<file path="src/hdl/lsvm_pkg.sv">
// Shared types and constants for the linear SVM decision engine.
// No dependencies; imported by the top level, the score unit and the bench.
package lsvm_pkg;

  // Request opcodes carried on the func field
  localparam logic [1:0] FUNC_SET_W   = 2'd0;  // weight = coefficient * value
  localparam logic [1:0] FUNC_ADD_W   = 2'd1;  // weight += coefficient * value, saturating
  localparam logic [1:0] FUNC_FEATURE = 2'd2;  // sum += value * weight

  typedef logic signed [31:0] weight_t;   // Q12.20
  typedef logic signed [47:0] mprod_t;    // Q16.32, exact feature product
  typedef logic signed [63:0] sum_t;      // Q32.32 running sum
  typedef logic signed [31:0] score_t;    // Q16.16

  localparam weight_t W_MAX   = 32'sh7FFF_FFFF;
  localparam weight_t W_MIN   = 32'sh8000_0000;
  localparam sum_t    SUM_MAX = 64'sh7FFF_FFFF_FFFF_FFFF;
  localparam sum_t    SUM_MIN = 64'sh8000_0000_0000_0000;
  localparam sum_t    SUM_LIM = 64'sh4000_0000_0000_0000;   // clamp bound 2^62

endpackage

</file>
<file path="src/hdl/lsvm_score.sv">
// Score formation: clamp the running sum, add the widened bias, round, saturate.
// Depends on lsvm_pkg.
module lsvm_score
  import lsvm_pkg::*;
(
  input  sum_t              sum,
  input  logic signed [31:0] bias,
  output score_t            score
);

  sum_t              s_cl;
  logic signed [64:0] t;

  always_comb begin
    if (sum > SUM_LIM) begin
      s_cl = SUM_LIM;
    end else if (sum < -SUM_LIM) begin
      s_cl = -SUM_LIM;
    end else begin
      s_cl = sum;
    end
    // bias to Q16.32, plus half an LSB of the result for round half up
    t = {s_cl[63], s_cl} + {{17{bias[31]}}, bias, 16'd0} + 65'sd32768;
    if (t >= 65'sh8000_0000_0000) begin
      score = 32'sh7FFF_FFFF;
    end else if (t < -65'sh8000_0000_0000) begin
      score = 32'sh8000_0000;
    end else begin
      score = t[47:16];
    end
  end

endmodule

</file>
<file path="config.mk">
export PLATFORM = sky130hd
export DESIGN_NAME = lsvm_score
export DESIGN_NICKNAME = d
export VERILOG_FILES = /design/src/hdl/lsvm_pkg.sv /design/src/hdl/lsvm_score.sv
export SDC_FILE = /design/constraint.sdc
export NUM_CORES = 1
export LEC_CHECK = 0
export BUFFER_PORTS_ARGS = -buffer_cell sky130_fd_sc_hd__buf_2
export CAP_MARGIN = 15
export CORE_MARGIN = 2
export CORE_UTILIZATION = 60
export DETAILED_ROUTE_END_ITERATION = 10
export MAX_ROUTING_LAYER = met4
export PLACE_DENSITY = 0.91
export SETUP_SLACK_MARGIN = 0.15
export SLEW_MARGIN = 20
export SYNTH_ARGS = -nofsm -noshare
export SYNTH_HDL_FRONTEND = slang
export SYNTH_SLANG_ARGS = --single-unit
</file>
<file path="constraint.sdc">
create_clock -name vclk -period 10.99
set_input_delay 0.5495 -clock vclk [all_inputs]
set_output_delay 0.5495 -clock vclk [all_outputs]
set_load 0.01 [all_outputs]
</file>
* Yosys cells after proc, flatten, opt, wreduce, memory -nomap -nowiden
Cells that the tools add are included.
Cells by class: bitwise gates (word level) 0, $lt $le $gt $ge 4, multiply operators 0, muxes and demuxes 4, shift operators 0, add/subtract/negate cells 2, reductions and logical operators 0, eq/ne operators 0, div/mod/pow operators 0
Operators with widths (count):
- $mux 64 | 2
- $add 64x48->65 | 1
- $add 65x16->65 const B | 1
- $ge 65x49->1 const B | 1
- $lt 65x48->1 const B | 1
- $gt 64x64->1 const B | 1
- $lt 64x63->1 const B | 1
- $mux 32 | 2
Word-level totals: ROM bits 0, bits in latches 0, flip-flop bits (word level) 0, output and inout port bits 32, word-level logic and storage cells 10, RAM bits 0, input bits 96, memories 0

* Depth between registers and ports, before layout
Gate-level depths: netlist (run 1).
depth in word-level cells 8, mapped depth 23, mapped depth without buffers 20

* Worst setup path before layout (run 1)
Ideal clock, no wire load.
kind input-to-output, start input sum[54], end output score[0], stages 22, buffers on the path 4, arrival 4.944 ns, setup slack 5.497 ns, path through nor4_1 > nand4_1 > nor4_1 > nor2_1 > a21oi_1 > clkbuf_1 > clkbuf_1 > and2_1 > ha_1 > buf_6 > a211oi_4 > nor2_2 > o221a_4 > o311ai_4 > a21o_1 > a21boi_1 > or3_4 > a2111oi_2 > nand4_1 > o31a_1 > buf_6 > a21o_1
On the way: longest elaborated chain between the ends 8, elaborated cells on any way between the ends 10, classes of those cells 2 x add/sub; 4 x order compare; 4 x mux
RTL lines:
- from (decl) | line lsvm_score.sv:6 | input sum_t sum,
- $lt 64x63->1 | line lsvm_score.sv:17 | end else if (sum < -SUM_LIM) begin
- $mux 64 | line lsvm_score.sv:17
- $mux 64 * | line lsvm_score.sv:15 | if (sum > SUM_LIM) begin
- $add 64x48->65 * | line lsvm_score.sv:23 | t = {s_cl[63], s_cl} + {{17{bias[31]}}, bias, 16'd0} + 65'sd32768;
- $add 65x16->65 * | line lsvm_score.sv:23
- $lt 65x48->1 | line lsvm_score.sv:26 | end else if (t < -65'sh8000_0000_0000) begin
- $mux 32 | line lsvm_score.sv:26
- $mux 32 * | line lsvm_score.sv:24 | if (t >= 65'sh8000_0000_0000) begin
- to (decl) | line lsvm_score.sv:8 | output score_t score
Every way passes the cells marked *; elsewhere a longest branch is shown, timed or not.

* Worst setup path in the final report (run 1)
start input sum[9], end output score[13]
Same word-level chain as after synthesis.

==> run_results.csv, run 1 <==
group,metric,value,unit
critical_path,crit_path_start_kind,"input port",
final_layout,multi_input_comb_area,3930,um^2
floorplan,dieArea,7630,um^2
status,run_status,"finished clean",
logic_synthesis,synth-simple-area-share,31.7,%
logic_synthesis,synthTopCellsByArea,"ha_1 14%, a21o_1 9.4%, and2_1 7.7%",
grt,grt_pass1_vias,4660,
routing,top_layer,"met4",
logic_synthesis,yosysUniqueCellTypes,69,
routing,wire_per_inst,17.2,um
grt,antenna_found_initial,0,
logic_synthesis,synth_seq_area_share,0,%
logic_synthesis,synthMuxAreaShare,0.270,%
sta,setup_tns,0,ns
routing,vias_per_cell,6.43,
final_layout,num_antenna_cells,0,
run,maxCapViolCount,0,
sta,worstMarginPinSlew,0.929,ns
placement,post-dp-hpwl,11600,um
logic_synthesis,avgSynthCellArea,6.59,um^2
logic_synthesis,synth_cells,633,
sta,setup_ws,3.85,ns
sta,slew_headroom,37.5,%
pwr,p_leak,2.25,nW
routing,num_vias,5183,
sta,setup_viol,0,
critical_path,critPathKind,"input port to primary output",
pwr,fin_total_pwr,0.000322,W
floorplan,die_h,87.4,um
routing,wl_met3,818,um
final_layout,fillers,599,
grt,grt-ovfl-total,0,
logic_synthesis,yosysTopAreaCellShare,14.4,%
grt,grt_max_degree,48,
critical_path,required,10.44,ns
routing,drtAntennaViolNets,0,
routing,firstDrtPassIters,5,
logic_synthesis,synth-xor-area-share,8.40,%
sta,fin_crit_sh,65.0,%
routing,routed_wirelength,13900,um
logic_synthesis,yosys.cell_count.top_type,"a21oi_1",
final_layout,post-route-util,70.4,%
logic_synthesis,yosys.area_share.adder,14.9,%
logic_synthesis,synthesis.area,4170,um^2
floorplan,die_x,87.4,um
critical_path,critical_path.startpoint,"sum[9]",
logic_synthesis,yosysWarnings,0,
logic_synthesis,synth_area_leader_cell,"ha_1",
sta,report.final.slew_viol_count,0,
placement,portBuffers,128,
final_layout,design.seq.count,0,
final_layout,drive_gt1_share,21.1,%
worst_hold_path,hold_start,"bias[5]",
critical_path,crit_top_cell,"nor4_1",
pwr,powerDensity,67.7,nW/um^2
sta,max_freq,0.140,GHz
critical_path,critPathArrivalTime,6.59,ns
critical_path,slowest_stage,"a2111oi_0",
sta,final_hold_viol_count,0,
floorplan,coreArea,6760,um^2
critical_path,slowest_delay,0.81,ns
final_layout,regArea,0,um^2
final_layout,nClkBuffers,0,
pwr,ir_drop,0.0000388,V
final_layout,layout-area-overhead-vs-synth,14.1,%
floorplan,initial_core_util,61.7,%
placement,gp_congestion,1.00,
routing,routed-wl-met2,6480,um
clock_tree,post-cts-setup-buffer-count,0,
routing,drcViolationCount,0,
clock_tree,cts_hold_buf,0,
sta,rsz0062_at_grt,"no",
clock_tree,ctsResizeCount,0,
logic_synthesis,synth_top_family_by_area,"compound AO/OA/AOI/OAI gates",
critical_path,worstSetupEndpointType,"primary output",
worst_hold_path,min_path_cells,5,
routing,drtIter0Drc,327,
grt,grt_pass1_wl,22000,um
floorplan,ios,128,
floorplan,rows,30,
logic_synthesis,syn_nets,778,
worst_hold_path,hold_class,"input port to primary output",
logic_synthesis,synth_compound_area_share,38.8,%
critical_path,worstPathMaxFanout,47,
routing,wl_met1,6440,um
grt,gr-usage-all-layers,35.8,%
final_layout,nets,873,
placement,pre_cts_ws,3.85,ns
sta,period_minus_slack,7.14,ns
worst_hold_path,min_to,"score[5]",
critical_path,path_cells,"buf_2, nor4_1, nand4_1, nor4_1, nor2_1, a21oi_2, buf_4, and2_1, ha_1, a21oi_1, o21ai_0, o31ai_1, a211o_1, nand3_1, a2111oi_0, o32ai_1, nor4_1, nand4_1, o31a_1, buf_4, a31o_1, buf_2",
logic_synthesis,synth_common_cells,"63 x a21oi_1, 59 x nand2_1, 52 x a21o_1",
==> layer usage <==
metal / GRT usage [%] / vias up
met5: - / -
met4: 2.80 / 0
met3: 0.190 / 10
met2: 61.0 / 233
met1: 49.8 / 2400
li1: - / 2540
==> cell usage in the layout, fill, tap and decap left out, types with 3 or more instances in the layout <==
cell	instances
a211o_1	3
a211oi_1	9
a21boi_1	3
a21o_1	52
a21oi_1	62
a31oi_1	5
and2_1	51
and3_1	5
buf_2	128
ha_1	48
inv_1	20
nand2_1	59
nand2b_1	3
nand3_1	14
nand4_1	20
nor2_1	41
nor2b_1	5
nor3_1	10
nor4_1	19
o2111ai_1	4
o211ai_1	10
o21a_1	4
o21ai_0	33
o21ai_1	7
o21ba_2	3
o21bai_1	10
o31ai_1	3
or2_2	5
or3_1	3
xnor2_1	19
xor2_1	21
==> where the power goes <==
part           switching [W]  internal [W]
registers                  0             0
clock network              0             0
logic               0.000191      0.000131
total               0.000191      0.000131
==> final cells by class <==
cell class	instances	share of cell area, %
tap	80	2.10
inverter	20	1.58
multi-input combinational	576	82.5
timing repair buffer	130	13.8
==> critical path: cells and delay by family <==
kind,cells,cell delay (ns)
compound gates,9,2.76
fa+ha+maj,1,0.28
buf+inv,4,0.80
simple gates,8,2.15
==> how the worst max path moves through the flow <==
stage,to,depth (start not counted)
after floorplan,score[0],22
after global placement,score[13],21
after detailed placement,score[13],21
after CTS,score[13],21
after global routing,score[13],22
final,score[13],22
==> kinds of logic (layout without fill, tap and decap cells) <==
logic type,Yosys count,in the layout
AOI/OAI and AO/OA,236,236
xor gates and xnor gates,40,40
adders and majority gates,49,49
buffers and inverters,57,150
muxes,1,1
and+or+nand+nor,250,250
==> per-stage QoR <==
stage / hold WS, ns / cell area [um^2] / cells
floorplan: 1.50 / 4170 / 633
global placement: 1.74 / 4760 / 806
detailed placement: 1.74 / 4760 / 806
CTS: 1.75 / 4760 / 806
global route: 1.77 / 4760 / 806
finish: 1.75 / 4760 / 806
(Power assumes the default switching activity.)
==> inputs of run 2 (changes only) <==
Settings changed: CORE_UTILIZATION 60 to 50, PLACE_DENSITY 0.91 to 0.81.
Clock period 10.99 ns to 6.3 ns, I/O delays scaled along.
==> run 2 against run 1 <==
- first-iteration DRC count down 16%
- sequential cell count stayed put
- sequential share of layout area unchanged
- die area up 19%
- largest power group unchanged
- final area increased by 2.8%
- largest cell class unchanged
==> run_results.csv, run 2 (synthesis results as in run 1) <==
group,metric,value,unit
status,run_status,"finished clean",
critical_path,crit_top_cell,"nor4_1",
placement,gp_congestion,1.04,
floorplan,initial_core_util,51.3,%
final_layout,design_area,4890,um^2
final_layout,final_cell_mix,"128 x buf_2, 62 x a21oi_1, 59 x nand2_1",
final_layout,nets,881,
sta,report.final.slew_viol_count,0,
critical_path,worstSetupEndpointType,"primary output",
clock_tree,cts_hold_buf,0,
floorplan,die_h,95.3,um
sta,setup_viol,0,
clock_tree,ctsResizeCount,0,
placement,portBuffers,128,
grt,grt_use_met3,0.474,%
sta,setup_tns,0,ns
floorplan,ios,128,
routing,firstDrtPassIters,5,
final_layout,design.seq.count,0,
routing,num_vias,5252,
pwr,ir_drop,0.0000534,V
run,maxCapViolCount,0,
sta,worstMarginPinSlew,0.628,ns
routing,routed_wirelength,14300,um
worst_hold_path,hold_start,"bias[5]",
sta,rsz0062_at_grt,"no",
final_layout,final_common_cell,"buf_2",
routing,drtIter0Drc,274,
pwr,p_switching,0.000335,W
routing,drtAntennaViolNets,0,
final_layout,layout-area-overhead-vs-synth,17.3,%
routing,drcViolationCount,0,
pwr,p_leak,2.29,nW
grt,grt_pass1_vias,4755,
floorplan,rows,33,
final_layout,regArea,0,um^2
critical_path,critPathArrivalTime,5.46,ns
sta,fin_crit_sh,91.6,%
grt,grt-busiest-layer,"met2",
final_layout,num_antenna_cells,0,
worst_hold_path,hold_class,"input port to primary output",
final_layout,post-route-util,60.1,%
critical_path,required,5.98,ns
final_layout,nClkBuffers,0,
placement,place_area,4850,um^2
pwr,p_seq_share,0,%
grt,use_met1,41.2,%
routing,vias_per_cell,6.26,
pwr,pwr-share-clk,0,%
sta,max_freq,0.173,GHz
grt,grt_pass1_wl,22400,um
sta,period_minus_slack,5.77,ns
placement,post-dp-hpwl,11900,um
floorplan,die_x,95.3,um
sta,final_hold_viol_count,0,
final_layout,drive_gt1_share,22.8,%
critical_path,critPathKind,"input port to primary output",
pwr,netSwitchingFraction,58.6,%
grt,antenna_found_initial,0,
grt,grt_max_degree,48,
critical_path,slowest_delay,0.43,ns
pwr,powerDensity,117,nW/um^2
critical_path,path_cells,"buf_2, nor4_1, nand4_1, nor4_1, nor2_1, a21oi_2, buf_6, and2_1, inv_1, fa_1, nor2b_1, o2111a_1, nor3_1, o31ai_1, buf_4, o21ai_0, xnor2_1, o2111ai_1, nor4_1, nand4_1, o31a_1, buf_4, a31o_1, buf_2",
routing,wire_per_inst,17.0,um
grt,grt-ovfl-total,0,
clock_tree,post-cts-setup-buffer-count,0,
floorplan,dieArea,9080,um^2
grt,use_met2,52.0,%
critical_path,worstPathMaxFanout,47,
grt,gr-usage-all-layers,31.2,%
worst_hold_path,min_to,"score[5]",
floorplan,coreArea,8130,um^2
pwr,combPwrFrac,100.0,%
critical_path,crit_path_start_kind,"input port",
sta,slew_headroom,58.1,%
worst_hold_path,min_path_cells,5,
critical_path,slowest_stage,"fa_1",
pwr,internal_power,0.000237,W
[run 2: worst max-delay path by stage]
stage | from | endpoint | slack (ns)
final | sum[49] | score[13] | 0.53
after global routing | sum[8] | score[13] | 0.17
after detailed placement | sum[54] | score[13] | 0.21
after CTS | sum[54] | score[13] | 0.18
after floorplan | sum[54] | score[0] | 1.28
after global placement | sum[54] | score[13] | 0.26
[run 2: metrics by stage]
step                total power [W]  setup slack [ns]  instances  hold slack (ns)
floorplan                  0.000399              1.28        633             1.03
global placement           0.000550             0.262        839             1.26
detailed placement         0.000556             0.207        839             1.26
CTS                        0.000560             0.184        839             1.27
global route               0.000625             0.165        839             1.32
finish                     0.000572             0.529        839             1.27
[run 2: critical path: cells and delay by family]
kind	cells	cell delay (ns)
xor+xnor	1	0.32
compound gates	7	1.47
buf+inv	6	0.99
fa+ha+maj	1	0.43
simple gates	9	1.87
[run 2: power by group through the flow]
stage / clock network, W / logic, W / registers [W]
finish: 0 / 0.000572 / 0
global route: 0 / 0.000625 / 0
CTS: 0 / 0.000560 / 0
detailed placement: 0 / 0.000556 / 0
global placement: 0 / 0.000550 / 0
floorplan: 0 / 0.000399 / 0
[run 2: final cells by class]
type | instances | area, um^2
multi-input cells | 576 | 3970
well taps | 105 | 131
inverters | 20 | 75.1
repair buffers | 138 | 719
fillers | 789 | 3240
[run 2: per-layer routing]
metal / part of all wire [%] / vias to the layer above
li1: - / 2558
met1: 42 / 2413
met2: 46 / 243
met3: 7.8 / 38
met4: 3.8 / 0
met5: 0 / -
